--- src/rtl/efr_pkg.sv ---
// Shared types, register indexes and the CRC-8 step for the frame receiver.
package efr_pkg;

  localparam int CFG_IDX_W = 3;
  localparam logic [CFG_IDX_W-1:0] REG_MAX_PAYLOAD = 3'd0;
  localparam logic [CFG_IDX_W-1:0] REG_CRC_CHECK   = 3'd1;
  localparam logic [CFG_IDX_W-1:0] REG_START_DATA  = 3'd2;
  localparam logic [CFG_IDX_W-1:0] REG_START_ACK   = 3'd3;
  localparam logic [CFG_IDX_W-1:0] REG_START_NAK   = 3'd4;
  localparam logic [CFG_IDX_W-1:0] REG_END         = 3'd5;
  localparam logic [CFG_IDX_W-1:0] REG_ESCAPE      = 3'd6;

  localparam logic [1:0] KIND_DATA = 2'd0;
  localparam logic [1:0] KIND_ACK  = 2'd1;
  localparam logic [1:0] KIND_NAK  = 2'd2;

  localparam logic [7:0] CRC_POLY   = 8'h85;
  localparam int         RESULT_CAP = 62;

  // controller -> datapath
  typedef struct packed {
    logic accept;   // input byte transfer this cycle
    logic clr_idx;  // restart the drain index
    logic rd_en;    // read payload store at the drain index
    logic inc_idx;  // step the drain index
  } efr_cmd_t;

  // datapath -> controller
  typedef struct packed {
    logic deliver;  // accepted byte closes a frame that is to be emitted
    logic last;     // drain index sits on the final payload byte
  } efr_sts_t;

  // one byte through the CRC-8, MSB first
  function automatic logic [7:0] crc8_fold(input logic [7:0] crc, input logic [7:0] v);
    logic [7:0] c;
    c = crc ^ v;
    for (int i = 0; i < 8; i++) begin
      c = c[7] ? ((c << 1) ^ CRC_POLY) : (c << 1);
    end
    return c;
  endfunction

endpackage

--- src/rtl/efr_ctrl.sv ---
// Controller: takes bytes while idle and sequences the payload drain.
module efr_ctrl (
  input  logic              clk,
  input  logic              rst_n,
  input  logic              in_valid,
  output logic              in_stall,
  output logic              out_valid,
  input  logic              out_stall,
  input  efr_pkg::efr_sts_t sts,
  output efr_pkg::efr_cmd_t cmd
);

  typedef enum logic [1:0] {
    S_IDLE,
    S_READ,
    S_SHOW
  } state_t;

  state_t state_r, state_nxt;
  logic   in_stall_r, out_valid_r;

  always_comb begin
    state_nxt = state_r;
    cmd       = '0;
    case (state_r)
      S_IDLE: begin
        cmd.accept = in_valid && !in_stall_r;
        if (cmd.accept && sts.deliver) begin
          cmd.clr_idx = 1'b1;
          state_nxt   = S_READ;
        end
      end
      S_READ: begin
        cmd.rd_en = 1'b1;
        state_nxt = S_SHOW;
      end
      S_SHOW: begin
        if (!out_stall) begin
          if (sts.last) begin
            state_nxt = S_IDLE;
          end else begin
            cmd.inc_idx = 1'b1;
            state_nxt   = S_READ;
          end
        end
      end
      default: state_nxt = S_IDLE;
    endcase
  end

  always_ff @(posedge clk) begin
    if (!rst_n) begin
      state_r     <= S_IDLE;
      in_stall_r  <= 1'b1;
      out_valid_r <= 1'b0;
    end else begin
      state_r     <= state_nxt;
      in_stall_r  <= (state_nxt != S_IDLE);
      out_valid_r <= (state_nxt == S_SHOW);
    end
  end

  assign in_stall  = in_stall_r;
  assign out_valid = out_valid_r;

endmodule

--- config.mk ---
export PLATFORM = sky130hd
export DESIGN_NAME = efr_ctrl
export DESIGN_NICKNAME = d
export VERILOG_FILES = /design/src/rtl/efr_pkg.sv /design/src/rtl/efr_ctrl.sv
export SDC_FILE = /design/constraint.sdc
export NUM_CORES = 1
export LEC_CHECK = 0
export BUFFER_PORTS_ARGS = -buffer_cell sky130_fd_sc_hd__buf_2
export CELL_PAD_IN_SITES_DETAIL_PLACEMENT = 0
export CELL_PAD_IN_SITES_GLOBAL_PLACEMENT = 2
export CORE_AREA = 2 2 39 41
export DETAILED_ROUTE_END_ITERATION = 8
export DIE_AREA = 0 0 41 43
export GPL_ROUTABILITY_DRIVEN = 1
export GPL_TIMING_DRIVEN = 1
export PLACE_DENSITY_LB_ADDON = 0.25
export RECOVER_POWER = 25
export SLEW_MARGIN = 15
export SYNTH_ARGS = -nofsm -noshare
export SYNTH_HDL_FRONTEND = slang
export SYNTH_SLANG_ARGS = --single-unit
--- constraint.sdc ---
create_clock -name clk -period 1.1 [get_ports clk]
set_input_delay 0.055 -clock clk [delete_from_list [all_inputs] [get_ports clk]]
set_output_delay 0.055 -clock clk [all_outputs]
set_load 0.005 [all_outputs]
**Yosys cells after proc, flatten, opt, wreduce, memory -nomap -nowiden**

Cells that the tools add are included.

- Equal/unequal tests: 3
- Muxes and demuxes: 10
- Reductions and logical operators: 5

Operator list:

| kind | number |
|---|---|
| 1-bit 2-to-1 mux | 6 |
| 2-bit 2-to-1 mux | 3 |
| 2-bit one-hot mux with 3 select lines | 1 |
| 2-bit == test, second input constant | 2 |
| 2-bit by 1-bit == test with 1-bit output, second input constant | 1 |
| 1-bit logical AND | 2 |
| 2-bit zero test | 1 |
| 2-bit nonzero test | 1 |
| 1-bit zero test | 1 |

- Output and inout port bits: 6
- Word-level logic and storage cells: 21
- Bits in registers: 4
- Input port bits: 6

**Longest topological paths before layout**

- Depth in word-level cells: 6
- Depth in mapped cells: 3
- Mapped depth without buffers: 3

**Worst setup path after synthesis**

No wires, ideal clock.

- Path kind: reg-to-reg
- Start: register state_r[0]
- End: register in_stall_r, in the netlist in_stall
- Path buffers: 0
- Stages on the path, launching flop included: 4
- Library setup time: 0.123 ns
- Path slack: 0.123 ns
- Arrival: 0.854 ns
- Required time: 0.977 ns
- Period minus slack after synthesis: 0.977 ns
- Path through: dfxtp_1 and2b_2 a21oi_2 nand3_1

- Word-level cells in the longest chain between the ends: 3
- Elaborated cells between the ends (all ways): 7
- Classes of those cells: eq/ne (2); mux (3); reduce/logical (2)

Ends and longest elaborated chain:

| element | line | source |
|---|---|---|
| start, declared | efr_ctrl.sv:19 | `state_t state_r, state_nxt;` |
| start signal, assigned | efr_ctrl.sv:57 | `state_r <= state_nxt;` |
| 2-bit == test, or another cell as far along | efr_ctrl.sv:25 | `case (state_r)` |
| 2-bit one-hot mux with 3 select lines (*) | efr_ctrl.sv:25 |  |
| 2-bit nonzero test (*) | efr_ctrl.sv:58 | `in_stall_r <= (state_nxt != S_IDLE);` |
| end signal, assigned | efr_ctrl.sv:58 |  |
| end, declared | efr_ctrl.sv:20 | `logic in_stall_r, out_valid_r;` |

Mark *: on every way between the ends. The rest lies on a longest branch, timed or not.
A chain may end at the register's enable or synchronous reset.

==> results.cfg <==
[logic_synthesis]
seq_area_frac_synth = 0.4267
synth-edff-count = 0
synth_warnings = 0
synth_top_area_share = 0.4267
mappedNetlistNets = 21
netlist_area_um2 = 187.7
ys_ff_latch = 4
synth.avg_cell_area_um2 = 12.51
synth_cell_types = 9
yosysMostFrequentCell = dfxtp_1
synth_area_leader_cell = dfxtp_1
synthTopCellsByArea = dfxtp_1, nor4b_4, a21oi_2
syn-instance-count = 15
ys.flop_type = dfxtp_1
synth_common_cells = dfxtp_1, a21oi_2, and2b_2, nor2b_1
async_flop_share = 0

[critical_path]
start_kind = flip-flop
cp.required_ns = 1.04
critPathKind = reg -> out
crit_fanout = 3
critPathLaunch = in_stall
r2r-start = state_r[0]
cp-end-kind = output pin
crit_arrival_ns = 1.14

[die]
placeableCoreArea_mm2 = 0.001384
fp.dieH_um = 43
die_w_um = 41
start_util = 0.1356
num_rows = 14
io_pins = 12
dieArea_mm2 = 0.001763

[place]
routabilityCongestion = 0.6125
place_inst = 42
post-place-ws_ns = 0.03123
port-buffer-count = 11

[sta]
rsz0062_at_grt = true
setup_viol_count_final = 1
whs_ns = 0.02745
setup_tns_ns = -0.09370
worst_pin_slew_ns = 0.2512
fin_crit_sh = 1.085
finalHoldViolCount = 0
skew_ns = 0.002963
fmax_mhz = 837.7
slew_headroom = 0.8318
fin_crit_ns = 1.194
final_max_slew_viol_count = 0
setup_slack_ns = -0.09370

[global_routing]
grt_pass1_wl_um = 641
use_met2 = 0.09375
grt_max_degree = 5
grt-busiest-layer = met2
grt_util_met3 = 0.03141
grt_pass1_vias = 164
grt_use_met1 = 0.04823
antenna_found_initial = 0
gr-total-overflow = 0
track_usage = 0.06024

[clock_tree]
clk_pin_slew_ns = 0.03
cts_made_buffers = 3
clockBufferDepth = 2
clk_latency_ns = 0.23
htreeDepth = 1
tritoncts = yes
ctsHoldBuffers = 0
cts_root_buf = clkbuf_4
cts_sinks = 4

[power_and_ir_drop]
ir_drop_mv = 0.3724
p_leak_nw = 0.1461
power.density_mw_per_mm2 = 1247

[final_layout]
fin_nets = 39
fill_cells = 158
multi_input_area_um2 = 108.9
drive_gt1_frac = 0.8387
stdcell_count = 47
antenna_cells = 0
syn_to_final_growth_pct = 65.33
regArea_um2 = 82.58

[drt]
wire_per_inst_um = 8.787
wirelength_um = 413
via_per_inst = 3.553
vias = 167
antenna_left = 0
route.detailed.drc = 0
first_iter_violations = 0
first_pass_iters = 1

[worst_hold_path]
min-delay-start = rst_n
hp-class = in -> reg

[outcome]
outcome = finished with violations
violations = setup timing

[job]
drv_cap = 0
[layer usage]
| layer | part of all wire | up-vias |
|---|---|---|
| li1 | - | 85 |
| met1 | 0.33 | 75 |
| met2 | 0.51 | 7 |
| met3 | 0.15 | 0 |
| met4 | 0 | 0 |
| met5 | 0 | - |
[power breakdown]
part           total (W)  internal [W]  switching (W)
clock network   0.000174      0.000121      0.0000525
registers       0.000160      0.000153     0.00000648
logic          0.0000530     0.0000335      0.0000195
[logic make-up (layout without fill, tap and decap cells)]
kind of cell / Yosys count / in the layout / synth area share
AO/OA/AOI/OAI: 2 / 2 / 0.09335
flip-flops: 4 / 4 / 0.4267
buffers and inverters: 0 / 16 / 0
AND/OR/NAND/NOR: 9 / 9 / 0.4800
[what timing repair did]
item / CTS / global route
gates resized for setup: 4 / 0
setup buffers: 2 / 0
setup endpoints to repair: 3 / 6
pin swaps: 3 / 0
[critical path, stage by stage (launching register included)]
cell	delay, ns
dfxtp_2	0.32
nor4b_4	0.31
and2_4	0.19
buf_6	0.08
[layout by cell type (no fill, tap or decap)]
master / count
a21oi_2: 2
and2_4: 1
and2b_2: 2
buf_2: 10
buf_4: 2
buf_6: 1
clkbuf_4: 3
dfxtp_1: 2
dfxtp_2: 2
nand3_1: 1
nor2b_1: 2
nor2b_2: 1
nor4b_2: 1
nor4b_4: 1
[final cells by class]
class | instances | area share
Clock buffer | 3 | 0.07258
Multi-Input combinational cell | 11 | 0.3508
Sequential cell | 4 | 0.2661
Tap cell | 16 | 0.06452
Timing Repair Buffer | 13 | 0.2460
[through the flow]
stage / area, um^2 / total power [W] / utilization
2_1_floorplan: 187.7 / 0.0001825 / -
3_3_place_gp: 262.8 / 0.0002057 / 0.1899
3_5_place_dp: 262.8 / 0.0002065 / 0.1899
4_1_cts: 310.3 / 0.0003982 / 0.2242
5_1_grt: 310.3 / 0.0004114 / 0.2242
6_report: 310.3 / 0.0003869 / 0.2242
[state kept, by name, indices dropped and copies added, names as in the netlist]
| register | cells |
|---|---|
| in_stall | 1 |
| state_r | 2 |
| out_valid | 1 |
[worst paths after layout]
kind / end / slack (ns) / cells past startpoint
max: cmd[2] / -0.09 / 3
min: in_stall / 0.03 / 2
max reg2reg: in_stall / 0.04 / 3
min reg2reg: in_stall / 0.68 / 3
No activity file was read; power rests on OpenSTA's default activity.
