==> config.mk <==
export PLATFORM = sky130hd
export DESIGN_NAME = efr_dp
export DESIGN_NICKNAME = d
export VERILOG_FILES = /design/src/rtl/efr_pkg.sv /design/src/rtl/efr_dp.sv
export SDC_FILE = /design/constraint.sdc
export NUM_CORES = 1
export LEC_CHECK = 0
export ABC_AREA = 1
export BUFFER_PORTS_ARGS = -buffer_cell sky130_fd_sc_hd__buf_2
export CORE_MARGIN = 2
export CORE_UTILIZATION = 45
export CTS_CLUSTER_DIAMETER = 150
export CTS_CLUSTER_SIZE = 16
export DETAILED_ROUTE_END_ITERATION = 12
export PLACE_DENSITY = 0.61
export SETUP_SLACK_MARGIN = 0.2
export SYNTH_ARGS = -nofsm -noshare
export SYNTH_HDL_FRONTEND = slang
export SYNTH_SLANG_ARGS = --single-unit
==> constraint.sdc <==
create_clock -name clk -period 3.7 [get_ports clk]
set_input_delay 0.185 -clock clk [delete_from_list [all_inputs] [get_ports clk]]
set_output_delay 0.185 -clock clk [all_outputs]
set_load 0.01 [all_outputs]
==> src/rtl/efr_pkg.sv <==
// Shared types, register indexes and the CRC-8 step for the frame receiver.
package efr_pkg;

  localparam int CFG_IDX_W = 3;
  localparam logic [CFG_IDX_W-1:0] REG_MAX_PAYLOAD = 3'd0;
  localparam logic [CFG_IDX_W-1:0] REG_CRC_CHECK   = 3'd1;
  localparam logic [CFG_IDX_W-1:0] REG_START_DATA  = 3'd2;
  localparam logic [CFG_IDX_W-1:0] REG_START_ACK   = 3'd3;
  localparam logic [CFG_IDX_W-1:0] REG_START_NAK   = 3'd4;
  localparam logic [CFG_IDX_W-1:0] REG_END         = 3'd5;
  localparam logic [CFG_IDX_W-1:0] REG_ESCAPE      = 3'd6;

  localparam logic [1:0] KIND_DATA = 2'd0;
  localparam logic [1:0] KIND_ACK  = 2'd1;
  localparam logic [1:0] KIND_NAK  = 2'd2;

  localparam logic [7:0] CRC_POLY   = 8'h85;
  localparam int         RESULT_CAP = 62;

  // controller -> datapath
  typedef struct packed {
    logic accept;   // input byte transfer this cycle
    logic clr_idx;  // restart the drain index
    logic rd_en;    // read payload store at the drain index
    logic inc_idx;  // step the drain index
  } efr_cmd_t;

  // datapath -> controller
  typedef struct packed {
    logic deliver;  // accepted byte closes a frame that is to be emitted
    logic last;     // drain index sits on the final payload byte
  } efr_sts_t;

  // one byte through the CRC-8, MSB first
  function automatic logic [7:0] crc8_fold(input logic [7:0] crc, input logic [7:0] v);
    logic [7:0] c;
    c = crc ^ v;
    for (int i = 0; i < 8; i++) begin
      c = c[7] ? ((c << 1) ^ CRC_POLY) : (c << 1);
    end
    return c;
  endfunction

endpackage

==> src/rtl/efr_dp.sv <==
// Datapath: config registers, frame parser, CRC, payload store and result registers.
module efr_dp #(
  parameter int BUFFER_DEPTH = 64
) (
  input  logic                          clk,
  input  logic                          rst_n,
  input  logic                          cfg_we,
  input  logic [efr_pkg::CFG_IDX_W-1:0] cfg_index,
  input  logic [7:0]                    cfg_wdata,
  input  logic [7:0]                    in_rx_byte,
  input  efr_pkg::efr_cmd_t             cmd,
  output efr_pkg::efr_sts_t             sts,
  output logic [1:0]                    out_frame_kind,
  output logic [15:0]                   out_command,
  output logic [7:0]                    out_payload_byte,
  output logic [5:0]                    out_payload_index,
  output logic [5:0]                    out_payload_length,
  output logic                          out_crc_ok,
  output logic                          out_is_last
);

  localparam int AW  = $clog2(BUFFER_DEPTH);
  localparam int CW  = $clog2(BUFFER_DEPTH + 1);
  localparam int KW  = (CW > 7) ? CW : 7;
  localparam int CAP = (BUFFER_DEPTH - 2 < efr_pkg::RESULT_CAP) ?
                       BUFFER_DEPTH - 2 : efr_pkg::RESULT_CAP;

  // configuration
  logic [5:0] max_payload_r;
  logic       crc_check_r;
  logic [7:0] start_data_r, start_ack_r, start_nak_r, end_r, esc_r;

  // frame state
  logic          in_frame_r, in_frame_nxt;
  logic [1:0]    hdr_left_r, hdr_left_nxt;
  logic [7:0]    prev_r, prev_nxt;
  logic [1:0]    kind_r, kind_nxt;
  logic [15:0]   command_r, command_nxt;
  logic [CW-1:0] count_r, count_nxt;
  logic [7:0]    crc_r, crc_nxt;
  logic [7:0]    last_byte_r, last_byte_nxt;   // most recent stored byte, not yet in the CRC
  logic [5:0]    len_r, len_nxt;
  logic          ok_r, ok_nxt;

  // drain side
  logic [5:0] idx_r;
  logic [7:0] rd_data_r;
  logic [7:0] mem [BUFFER_DEPTH];

  logic [5:0] lim;
  logic [7:0] fold_in, fold_out, calc;
  logic       crc_match, we, do_store, chk_len, deliver;

  assign lim      = (max_payload_r > 6'(CAP)) ? 6'(CAP) : max_payload_r;
  assign fold_in  = (hdr_left_r != 2'd0) ? in_rx_byte : last_byte_r;
  assign fold_out = efr_pkg::crc8_fold(crc_r, fold_in);
  // a computed CRC that collides with the end or escape byte is sent as zero
  assign calc      = (crc_r == end_r || crc_r == esc_r) ? 8'd0 : crc_r;
  assign crc_match = (calc == last_byte_r);

  always_comb begin
    in_frame_nxt  = in_frame_r;
    hdr_left_nxt  = hdr_left_r;
    prev_nxt      = prev_r;
    kind_nxt      = kind_r;
    command_nxt   = command_r;
    count_nxt     = count_r;
    crc_nxt       = crc_r;
    last_byte_nxt = last_byte_r;
    len_nxt       = len_r;
    ok_nxt        = ok_r;
    we            = 1'b0;
    do_store      = 1'b0;
    chk_len       = 1'b0;
    deliver       = 1'b0;
    if (cmd.accept) begin
      if (!in_frame_r) begin
        if (in_rx_byte == start_data_r || in_rx_byte == start_ack_r ||
            in_rx_byte == start_nak_r) begin
          in_frame_nxt = 1'b1;
          hdr_left_nxt = 2'd2;
          prev_nxt     = ~esc_r;
          command_nxt  = '0;
          count_nxt    = '0;
          crc_nxt      = '0;
          if (in_rx_byte == start_data_r) begin
            kind_nxt = efr_pkg::KIND_DATA;
          end else if (in_rx_byte == start_ack_r) begin
            kind_nxt = efr_pkg::KIND_ACK;
          end else begin
            kind_nxt = efr_pkg::KIND_NAK;
          end
        end
      end else if (hdr_left_r != 2'd0) begin
        command_nxt  = {command_r[7:0], in_rx_byte};
        crc_nxt      = fold_out;
        hdr_left_nxt = hdr_left_r - 2'd1;
      end else begin
        if (prev_r == esc_r) begin
          do_store = 1'b1;
          chk_len  = 1'b1;
          prev_nxt = (in_rx_byte == esc_r) ? ~esc_r : in_rx_byte;
        end else if (in_rx_byte == esc_r) begin
          chk_len  = 1'b1;
          prev_nxt = in_rx_byte;
        end else if (in_rx_byte == end_r) begin
          prev_nxt     = in_rx_byte;
          in_frame_nxt = 1'b0;
          hdr_left_nxt = 2'd0;
          count_nxt    = '0;
          if (count_r > CW'(1)) begin
            len_nxt = 6'(count_r - CW'(1));
            ok_nxt  = crc_match;
            deliver = crc_match || !crc_check_r;
          end
        end else begin
          do_store = 1'b1;
          chk_len  = 1'b1;
          prev_nxt = in_rx_byte;
        end
        if (do_store) begin
          if (count_r != '0) begin
            crc_nxt = fold_out;
          end
          last_byte_nxt = in_rx_byte;
          count_nxt     = count_r + CW'(1);
          we            = (count_r < CW'(BUFFER_DEPTH));
        end
        // overlong frame
        if (chk_len && (KW'(count_nxt) > KW'(lim) + KW'(1))) begin
          in_frame_nxt = 1'b0;
          hdr_left_nxt = 2'd0;
          count_nxt    = '0;
        end
      end
    end
  end

  always_ff @(posedge clk) begin
    if (!rst_n) begin
      max_payload_r <= 6'd62;
      crc_check_r   <= 1'b1;
      start_data_r  <= 8'd2;
      start_ack_r   <= 8'd6;
      start_nak_r   <= 8'd21;
      end_r         <= 8'd3;
      esc_r         <= 8'd27;
    end else if (cfg_we) begin
      case (cfg_index)
        efr_pkg::REG_MAX_PAYLOAD: max_payload_r <= cfg_wdata[5:0];
        efr_pkg::REG_CRC_CHECK:   crc_check_r   <= cfg_wdata[0];
        efr_pkg::REG_START_DATA:  start_data_r  <= cfg_wdata;
        efr_pkg::REG_START_ACK:   start_ack_r   <= cfg_wdata;
        efr_pkg::REG_START_NAK:   start_nak_r   <= cfg_wdata;
        efr_pkg::REG_END:         end_r         <= cfg_wdata;
        efr_pkg::REG_ESCAPE:      esc_r         <= cfg_wdata;
        default: ;
      endcase
    end
  end

  always_ff @(posedge clk) begin
    if (!rst_n) begin
      in_frame_r <= 1'b0;
      hdr_left_r <= 2'd0;
      prev_r     <= 8'd0;
      kind_r     <= 2'd0;
      command_r  <= 16'd0;
      count_r    <= '0;
      crc_r      <= 8'd0;
    end else begin
      in_frame_r <= in_frame_nxt;
      hdr_left_r <= hdr_left_nxt;
      prev_r     <= prev_nxt;
      kind_r     <= kind_nxt;
      command_r  <= command_nxt;
      count_r    <= count_nxt;
      crc_r      <= crc_nxt;
    end
  end

  always_ff @(posedge clk) begin
    last_byte_r <= last_byte_nxt;
    len_r       <= len_nxt;
    ok_r        <= ok_nxt;
    if (cmd.clr_idx) begin
      idx_r <= 6'd0;
    end else if (cmd.inc_idx) begin
      idx_r <= idx_r + 6'd1;
    end
  end

  // payload store
  always_ff @(posedge clk) begin
    if (we) begin
      mem[count_r[AW-1:0]] <= in_rx_byte;
    end
    if (cmd.rd_en) begin
      rd_data_r <= mem[AW'(idx_r)];
    end
  end

  assign sts.deliver = deliver;
  assign sts.last    = (idx_r + 6'd1 == len_r);

  assign out_frame_kind     = kind_r;
  assign out_command        = command_r;
  assign out_payload_byte   = rd_data_r;
  assign out_payload_index  = idx_r;
  assign out_payload_length = len_r;
  assign out_crc_ok         = ok_r;
  assign out_is_last        = sts.last;

endmodule

Word level (Yosys, flattened, before mapping):

Memory sizes are Yosys's and may differ from the RTL's. A register that Yosys moved wholly into a read port is not among the register bits.
Index checks and enable logic that the tools add are counted.
W data, S select, Z words.

* input port bits: 26
* memories: 1
* bits in writable memories: 512
* register bits after elaboration: 112
* logic and storage cells: 161

* reductions and logical operators: 24
* magnitude comparators: 4
* mux-type cells: 72
* bitwise operators: 14
* equality and inequality tests: 23
* add/subtract/negate cells: 5

Memories
* mem: depth 64, bits a word 8, read ports 1, clocked after memory_dff 1, write ports 1, RTL line efr_dp.sv:48 `logic [7:0] mem [BUFFER_DEPTH];`

Operators with widths (count)
* $mux W8: 20
* $mux W7: 11
* $eq A8 B8 Y1: 9
* $mux W16: 3
* $mux W1: 28
* $not A3 Y3: 8
* $mux W2: 9
* $reduce_and A2 Y1: 7
* $eq A3 B3 Y1 const B: 3
* $reduce_and A3 Y1: 3
* $ne A4 B3 Y1 const B: 2
* $not A8 Y8: 1
* $reduce_and A4 Y1: 2
* $xor A8 B8 Y8: 1
* $add A6 B1 Y7 const B: 1
* $add A7 B1 Y7 const B: 1
* $gt A7 B1 Y1 const B: 1
* $gt A7 B7 Y1: 1
* $lt A7 B7 Y1 const B: 1
* $reduce_and A7 Y1: 1
* $reduce_bool A7 Y1: 1
* $add A6 B1 Y6 const B: 1
* $eq A3 B2 Y1 const B: 2
* $eq A6 B6 Y1: 1
* other kinds (16): 24

Depth between registers and ports, before layout:

Gate-level depths: netlist of run 1.

* depth in word-level cells: 23
* mapped depth: 24
* depth with buffers taken out: 24

Least setup slack after synthesis of run 1:

Ideal clock, no wire load.

* path type: register -> register
* start point: register esc_r[0]
* end point: register hdr_left_r[0]
* period minus slack after synthesis: 2.950 ns
* path slack: 0.750 ns
* setup time: 0.070 ns
* stages on the path, launching flop included: 23
* buffers on the path: 1
* data arrival time: 2.879 ns
* cell sequence: dfxtp_1 > clkbuf_1 > xnor2_1 > inv_1 > nor3_1 > nand4_1 > inv_2 > nand2_2 > nand2_4 > inv_1 > nand3_1 > o21ai_0 > o21ai_0 > inv_1 > ha_1 > a21oi_1 > o21a_1 > a32oi_1 > or2_1 > inv_1 > o21ai_1 > or2_1 > a21oi_1

* longest elaborated chain between the ends: 15
* elaborated cells on any way between the ends: 27
* classes of those cells: order compare: 1; eq/ne: 5; mux: 19; reduce/logical: 2

Ends and longest elaborated chain
* start: declaration: RTL line efr_dp.sv:31 `logic [7:0] start_data_r, start_ack_r, start_nak_r, end_r, esc_r;`
* start signal: assignment: RTL line efr_dp.sv:156 `efr_pkg::REG_ESCAPE: esc_r <= cfg_wdata;`
* parallel branches: the longest is 15 deep, another holds $gt A7 B7 Y1
* end signal: assignment: RTL line efr_dp.sv:173 `hdr_left_r <= hdr_left_nxt;`
* end: declaration: RTL line efr_dp.sv:35 `logic [1:0] hdr_left_r, hdr_left_nxt;`

Several ways; the timed one is not identified. The select of a mux whose other input is x is not followed.
A chain may end at the register's enable or synchronous reset.

Worst setup path in the final report of run 1:

* start point: register esc_r[2]
* end point: register hdr_left_r[1]

Same word-level chain as after synthesis.

==> parameters.txt, run 1 <==
Parameter                              Value

Setup path
  Stage delay of the slowest cell on the critical path ... 340 ps
  CP most frequent cell ... sky130_fd_sc_hd__inv_1
  Critical path start-end classification ... reg2reg
  Worst R2R Setup Slack ... 420 ps
  Top delay family on crit path ... simple AND/OR/NAND/NOR gates
  Total buffers and inverters traversed by the critical path ... 5
  Critical path startpoint category ... flop
  Depth of the most critical reg-to-reg path ... 23
  Worst path cell trace ... inv_1 -> or2_2 -> nand4_1 -> nor3_2 -> nand4_1 -> inv_2 -> nand2_2 -> nand2_4 -> inv_1 -> nand3_1 -> o21ai_0 -> o21ai_0 -> inv_1 -> ha_4 -> nand2_1 -> o21a_1 -> a32oi_2 -> or2_1 -> inv_1 -> o21ai_1 -> nand2_1 -> nand2_1 -> a21oi_1
  Cell with the largest stage delay on the worst path ... sky130_fd_sc_hd__dfxtp_2
  Arrival time of the worst setup path ... 3730 ps
  Capturing element of the worst setup path ... hdr_left_r[1]
  Peak fanout along the critical path ... 7
  Category of the worst setup path capture point ... flop
  Total number of cells along the worst setup path ... 23
  Critical R2R Capture ... hdr_left_r[1]
  Reg2reg start ... esc_r[2]
  Critical path data required time ... 4160 ps
  Setup crit start ... esc_r[2]

Job
  Number of max-capacitance violations reported ... 0

Timing
  Peak Freq ... 0.305 GHz
  Part of the cycle the worst path needs ... 88.6%
  Clock tree skew after final layout ... 22.1 ps
  Worst max-slew margin expressed relative to the limit ... 28.4%
  Final setup vio count ... 0
  Min Clock Period, post-route ... 3280 ps
  Final-report hold violation count ... 0
  Final slew viol count ... 0
  RSZ-0062 raised after global routing ... no
  Summed negative setup slack over all endpoints ... 0 ps
  Transition time at the pin with the least slew margin ... 1070 ps

Yosys
  Mapped Cells ... 2,434
  Yosys synthesis warning count ... 0
  Primary flip-flop cell chosen by synthesis mapping ... sky130_fd_sc_hd__edfxtp_1
  Number of different library cells in the post-synthesis netlist ... 54
  Fraction of the yosys area taken by sequential cells ... 67.2%
  Flip-flop and latch count after synthesis ... 632
  Synthesized Nets ... 2,473
  Syn avg cell area ... 11.0 µm²
  Synth async-reset ratio ... 0%
  Count of flip-flops with a built-in enable after synthesis ... 535
  Post-synthesis cell area ... 0.0268 mm²

Power and ir drop
  Power density over the cells ... 456 mW/mm²
  Worst ir drop on vdd ... 0.300 mV
  Leak pwr ... 10.4 nW

Layout
  Fillers ... 5,189
  Most common cell after layout, fill and taps aside ... sky130_fd_sc_hd__edfxtp_1
  Layout-stage area growth over the synthesis result ... 12.1%
  Final Net Count ... 2,580
  Leading cell types in the layout, fill and taps excluded ... 535 x sky130_fd_sc_hd__edfxtp_1, 471 x sky130_fd_sc_hd__nor2_1, 375 x sky130_fd_sc_hd__o21ai_0
  Fraction of the core area covered by cells at the end of the flow ... 51.0%
  Layout cell share with drive strength beyond 1 ... 11.6%

Floorplan
  Effective utilization at floorplan ... 45.5%
  Area of the die ... 0.0615 mm²
  Width of the chip ... 248 µm
  Num ports ... 68
  Floorplan core area ... 0.0589 mm²
  Vertical die dimension ... 248 µm
  Standard-cell rows ... 89

Global route
  Peak-usage layer in the global routing report ... met2
  Vias in the first global route ... 18,100
  Number of antenna violations at the first check in global routing ... 9
  GR Layer Usage met2 ... 39.4%
  Met3 Use GR ... 4.40%
  Met1 Resource Use GR ... 35.2%
  Wire length of the first global-routing pass ... 114,000 µm
  Maximum number of pins on one net before global-route repair ... 86
  Overall global routing resource usage ... 24.7%
  Global route total overflow ... 0

Hold path
  Path type of the worst min-delay path ... in2reg

Clock network
  Maximum buffer depth of the clock tree ... 3
  CTS tree ... done
  Buffer cell driving the clock tree root ... sky130_fd_sc_hd__clkbuf_16
  Clock Sink Count ... 632
  Depth of the CTS H-tree ... 2
  Clock latency at the later pin of the worst-skew pair ... 600 ps
  Cts bufs inserted ... 45
  Clock transition at path regs ... 70 ps

Route
  Aggregate routed wire length ... 75,900 µm
  Number of iterations in the first detailed-routing pass ... 5
  Detailed Route Iter0 Violations ... 1,955
  Final antenna-violating net count ... 0
  WL/cell ... 22.7 µm
  Vias ... 19,200
  Post-detailed-route via-to-cell ratio ... 5.75
  DRC violations left ... 0

Placed design
  Count of input and output buffers ... 67
  Final weighted congestion in routability-driven placement ... 0.919
  Post-DP HPWL ... 48,900 µm

Status
  Result of the run ... finished clean
-- sequential cells by signal (all words and copies together), names as in the netlist, 6 cells and up --
name and cells:
max_payload_r 6, out_payload_index 6, end_r 8, last_byte_r 8
start_data_r 8, out_command 16, count_r 7, out_payload_byte 8
start_ack_r 8, mem 512, crc_r 8, prev_r 8
start_nak_r 8, out_payload_length 6, esc_r 8
-- worst register-to-register path: cells and delay by family (launching register included) --
| family | cells | cell delay [ps] |
|---|---|---|
| buf+inv | 5 | 450 |
| simple gates | 11 | 1290 |
| compound gates | 6 | 770 |
| fa+ha+maj | 1 | 290 |
| flops | 1 | 340 |
-- synthesized netlist by cell type, types with 2 or more instances --
| library cell | instances | share of area [%] |
|---|---|---|
| sky130_fd_sc_hd__edfxtp_1 | 535 | 60 |
| sky130_fd_sc_hd__nor2_1 | 471 | 6.6 |
| sky130_fd_sc_hd__o21ai_0 | 375 | 7.0 |
| sky130_fd_sc_hd__nand2_1 | 218 | 3.1 |
| sky130_fd_sc_hd__o22ai_1 | 140 | 3.3 |
| sky130_fd_sc_hd__clkbuf_1 | 119 | 1.7 |
| sky130_fd_sc_hd__dfxtp_1 | 97 | 7.2 |
| sky130_fd_sc_hd__inv_1 | 93 | 1.3 |
| sky130_fd_sc_hd__nand3_1 | 70 | 1.3 |
| sky130_fd_sc_hd__a21oi_1 | 62 | 1.2 |
| sky130_fd_sc_hd__xor2_1 | 39 | 1.3 |
| sky130_fd_sc_hd__xnor2_1 | 28 | 0.91 |
| sky130_fd_sc_hd__buf_2 | 19 | 0.35 |
| sky130_fd_sc_hd__o211ai_1 | 19 | 0.53 |
| sky130_fd_sc_hd__o221ai_1 | 16 | 0.52 |
| sky130_fd_sc_hd__nand4_1 | 15 | 0.35 |
| sky130_fd_sc_hd__ha_1 | 13 | 0.61 |
| sky130_fd_sc_hd__nand2_2 | 13 | 0.30 |
| sky130_fd_sc_hd__nand3_2 | 9 | 0.34 |
| sky130_fd_sc_hd__inv_2 | 6 | 0.084 |
| sky130_fd_sc_hd__nor3_1 | 6 | 0.11 |
| sky130_fd_sc_hd__o21ai_1 | 6 | 0.11 |
| sky130_fd_sc_hd__clkinv_1 | 5 | 0.070 |
| sky130_fd_sc_hd__o21a_1 | 5 | 0.14 |
| sky130_fd_sc_hd__o32ai_1 | 5 | 0.16 |
| sky130_fd_sc_hd__buf_4 | 4 | 0.11 |
| sky130_fd_sc_hd__or2_1 | 4 | 0.093 |
| sky130_fd_sc_hd__a21oi_2 | 3 | 0.098 |
| sky130_fd_sc_hd__buf_1 | 3 | 0.042 |
| sky130_fd_sc_hd__nor2_4 | 3 | 0.13 |
| sky130_fd_sc_hd__nor4_1 | 3 | 0.070 |
| sky130_fd_sc_hd__o21ai_2 | 3 | 0.098 |
| sky130_fd_sc_hd__or2_2 | 3 | 0.070 |
| sky130_fd_sc_hd__and3_1 | 2 | 0.047 |
| sky130_fd_sc_hd__nor2_2 | 2 | 0.047 |
| sky130_fd_sc_hd__xor2_2 | 2 | 0.12 |
-- cell type report --
type | count | area (µm²) | share of cell area [%]
sequential | 632 | 18000 | 60.0
tap | 773 | 967 | 3.22
clock buffer | 70 | 1240 | 4.13
multi-input combinational | 1552 | 7850 | 26.1
inverter | 104 | 395 | 1.32
antenna | 4 | 10.0 | 0.0333
timing repair buffer | 206 | 1540 | 5.12
clock inverter | 2 | 25.0 | 0.0833
-- per-stage QoR --
step	power (mW)	worst slack [ps]	std cells	cell area [µm²]	hold WS, ps
after global placement	9.14	276	3247	28500	444
after CTS	13.8	250	3338	30000	15.8
after detailed placement	9.16	323	3247	28500	450
final	13.7	422	3343	30000	52.9
after floorplan	8.61	750	2434	26800	284
after global routing	14.2	172	3340	30000	45.1
-- power breakdown --
| part | leakage, nW | switching (mW) | internal, mW | total, mW |
|---|---|---|---|---|
| sequential | 5.60 | 0.0477 | 7.75 | 7.79 |
| combinational | 4.16 | 0.874 | 0.359 | 1.23 |
| clock | 0.607 | 2.38 | 2.31 | 4.69 |
-- metal layers --
metal / up-vias / wire (µm)
li1: 8882 / -
met1: 9478 / 32700
met2: 764 / 35300
met3: 101 / 6250
met4: 6 / 1640
met5: - / 41
-- how the worst min path moves through the flow --
stage	depth (start not counted)	from	to	slack, ps
after global routing	1	in_rx_byte[6]	last_byte_r[6]	50
final	3	in_rx_byte[2]	out_command[2]	50
after CTS	3	in_rx_byte[2]	out_command[2]	20
after global placement	2	crc_check_r	crc_check_r	440
after detailed placement	2	crc_check_r	crc_check_r	450
after floorplan	0	in_rx_byte[0]	last_byte_r[0]	280
-- logic make-up (layout without fill, tap and decap cells) --
family                     count (synthesis)  count (layout)  share of synthesized area (%)
adders and majority gates                 13              13                          0.607
xor gates and xnor gates                  69              69                           2.31
AOI/OAI and AO/OA                        646             646                           13.6
buffers and inverters                    250             382                           3.67
and+or+nand+nor                          824             824                           12.7
other                                      0               4                              0
DFF                                      632             632                           67.2
-- what timing repair did --
action | in CTS | in global routing
setup buffers | 0 | 1
hold buffers | 19 | 0
endpoints found under the setup margin | 0 | 10
hold endpoints to repair | 56 | 0
resized for setup | 0 | 11
Note: power is estimated with default switching activity, not from simulation.
==> run 2: changes to the inputs <==
- GPL_TIMING_DRIVEN: not set -> 0
- RECOVER_POWER: not set -> 25
==> parameters.txt, run 2 (synthesized netlist as in run 1, its figures left out) <==
Parameter                              Value

Global route
  Met3 Use GR ... 5.48% (was 4.40%)
  GR Layer Usage met2 ... 50.1% (was 39.4%)
  Peak-usage layer in the global routing report ... met2 (unchanged)
  Overall global routing resource usage ... 31.7% (was 24.7%)
  Met1 Resource Use GR ... 42.8% (was 35.2%)
  Number of antenna violations at the first check in global routing ... 4 (was 9)
  Global route total overflow ... 0 (unchanged)
  Maximum number of pins on one net before global-route repair ... 67 (was 86)
  Wire length of the first global-routing pass ... 137,000 µm (was 114,000 µm)
  Vias in the first global route ... 18,800 (was 18,100)

Route
  DRC violations left ... 0 (unchanged)
  WL/cell ... 28.9 µm (was 22.7 µm)
  Final antenna-violating net count ... 0 (unchanged)
  Number of iterations in the first detailed-routing pass ... 5 (unchanged)
  Detailed Route Iter0 Violations ... 2,707 (was 1,955)
  Vias ... 20,500 (was 19,200)
  Post-detailed-route via-to-cell ratio ... 6.05 (was 5.75)
  Aggregate routed wire length ... 97,500 µm (was 75,900 µm)

Timing
  Worst max-slew margin expressed relative to the limit ... 24.9% (was 28.4%)
  Transition time at the pin with the least slew margin ... 1130 ps (was 1070 ps)
  Final setup vio count ... 0 (unchanged)
  Part of the cycle the worst path needs ... 96.3% (was 88.6%)
  Clock tree skew after final layout ... 32.6 ps (was 22.1 ps)
  RSZ-0062 raised after global routing ... yes (was no)
  Min Clock Period, post-route ... 3560 ps (was 3280 ps)
  Peak Freq ... 0.281 GHz (was 0.305 GHz)
  Final slew viol count ... 0 (unchanged)
  Worst Setup Slack, final ... 138 ps (was 422 ps)
  Final-report hold violation count ... 0 (unchanged)

Layout
  Layout cell share with drive strength beyond 1 ... 11.1% (was 11.6%)
  Most common cell after layout, fill and taps aside ... sky130_fd_sc_hd__edfxtp_1 (unchanged)
  Leading cell types in the layout, fill and taps excluded ... 535 x sky130_fd_sc_hd__edfxtp_1, 407 x sky130_fd_sc_hd__nor2_1, 375 x sky130_fd_sc_hd__o21ai_0 (was 535 x sky130_fd_sc_hd__edfxtp_1, 471 x sky130_fd_sc_hd__nor2_1, 375 x sky130_fd_sc_hd__o21ai_0)
  Final Net Count ... 2,615 (was 2,580)
  Layout-stage area growth over the synthesis result ... 12.7% (was 12.1%)
  Layout Cell Area excl Fill ... 0.0302 mm² (was 0.0300 mm²)
  Number of flip-flops under the largest register name ... 512 (unchanged)

Clock network
  Depth of the CTS H-tree ... 2 (unchanged)
  Clock latency at the later pin of the worst-skew pair ... 620 ps (was 600 ps)
  Buffer cell driving the clock tree root ... sky130_fd_sc_hd__clkbuf_16 (unchanged)
  Clock Sink Count ... 632 (unchanged)
  Maximum buffer depth of the clock tree ... 3 (unchanged)
  Cts bufs inserted ... 45 (unchanged)
  CTS tree ... done (unchanged)
  Clock transition at path regs ... 80 ps (was 70 ps)

Setup path
  Category of the worst setup path capture point ... flop (unchanged)
  Arrival time of the worst setup path ... 4030 ps (was 3730 ps)
  Critical path data required time ... 4160 ps (about the same)
  Depth of the most critical reg-to-reg path ... 9 (was 23)
  Peak fanout along the critical path ... 10 (was 7)
  Critical path startpoint category ... flop (unchanged)
  Reg2reg start ... out_payload_index[0] (was esc_r[2])
  Worst R2R Setup Slack ... 140 ps (was 420 ps)
  Critical R2R Capture ... out_payload_byte[6] (was hdr_left_r[1])
  Critical path start-end classification ... reg2reg (unchanged)

Floorplan
  Num ports ... 68 (unchanged)
  Area of the die ... 0.0615 mm² (unchanged)
  Standard-cell rows ... 89 (unchanged)
  Width of the chip ... 248 µm (unchanged)
  Vertical die dimension ... 248 µm (unchanged)
  Floorplan core area ... 0.0589 mm² (unchanged)
  Effective utilization at floorplan ... 45.5% (unchanged)

Power and ir drop
  Power density over the cells ... 467 mW/mm² (was 456 mW/mm²)
  Worst ir drop on vdd ... 0.332 mV (was 0.300 mV)
  Leak pwr ... 10.1 nW (was 10.4 nW)

Placed design
  Post-DP HPWL ... 66,100 µm (was 48,900 µm)
  Count of input and output buffers ... 66 (was 67)
  Setup slack at placement ... -1300 ps (was 323 ps)
  Final weighted congestion in routability-driven placement ... 1.03 (was 0.919)
  Area after DPL ... 0.0281 mm² (was 0.0285 mm²)

Hold path
  Hold wc startpoint ... in_rx_byte[3] (was in_rx_byte[2])
  Number of cells on the worst hold path ... 1 (was 3)
  Path type of the worst min-delay path ... in2reg (unchanged)
  Sink of the worst hold path ... mem[54][3] (was out_command[2])

Status
  Result of the run ... finished clean (unchanged)

Job
  Number of max-capacitance violations reported ... 0 (unchanged)
-- run 2: cell count changes in the layout (fill, tap and decap cells not counted), sizes merged --
cell / change
buf: -82
clkbuf: +121
dlygate4sd3: -3
-- run 2: repair_timing --
| item | 4_1_cts | 5_1_grt |
|---|---|---|
| hold endpoints to repair | 58 | 0 |
| setup endpoints to repair | 533 | 495 |
| setup buffers | 7 | 6 |
| gates cloned | 0 | 0 |
| resized for setup | 105 | 59 |
| hold buffers | 16 | 0 |
| pin swaps | 4 | 5 |
-- run 2: cell type report --
type	count	area (µm²)
antenna	4	10.0
buffer	146	619
clock buffer	71	1270
clock inverter	2	17.5
fill	5160	28700
inverter	104	390
multi-input combinational	1552	8220
sequential	632	18000
tap	773	967
timing repair buffer	95	704
-- run 2: per-stage QoR --
step           TNS (ps)  instances  hold WS [ps]  util (%)  total power, mW
2_1_floorplan         0       2434           284         -             8.61
3_3_place_gp    -530310       3273           448      47.7             9.38
3_5_place_dp    -561960       3273           449      47.7             9.39
4_1_cts               0       3369          27.1      50.8             14.1
5_1_grt           -5.24       3375          37.4      51.3             14.4
6_report              0       3379          15.1      51.3             14.1
-- run 2: worst max path at each step --
stage                               from                  end  slack, ps  depth (start not counted)
floorplan                       esc_r[0]        hdr_left_r[0]        750                         22
global route                  in_frame_r           mem[14][0]         -5                         10
finish              out_payload_index[0]  out_payload_byte[6]        140                          9
CTS                             esc_r[0]           mem[45][4]         30                         12
detailed placement         in_rx_byte[2]           mem[53][2]      -1300                         14
global placement           in_rx_byte[4]           mem[53][2]      -1290                         14
-- run 2: power by group --
group / switching [mW] / internal (mW) / leakage (nW)
registers: 0.0352 / 7.75 / 5.60
clock network: 2.44 / 2.35 / 0.617
logic: 1.18 / 0.344 / 3.89
-- run 2: layer usage --
metal | routed length [µm] | vias to the layer above
met5 | 0 | -
li1 | - | 8971
met4 | 5140 | 0
met2 | 44300 | 1239
met3 | 9540 | 225
met1 | 38600 | 10000
-- run 2: critical path, cell delays in order (launching register included) --
cell and delay [ps]:
sky130_fd_sc_hd__dfxtp_2 540, sky130_fd_sc_hd__buf_2 260, sky130_fd_sc_hd__clkbuf_1 740, sky130_fd_sc_hd__clkbuf_2 520, sky130_fd_sc_hd__nor2_1 90, sky130_fd_sc_hd__o22ai_1 420
sky130_fd_sc_hd__o21ai_0 220, sky130_fd_sc_hd__o221ai_1 340, sky130_fd_sc_hd__nand3_1 160, sky130_fd_sc_hd__nand2_1 110
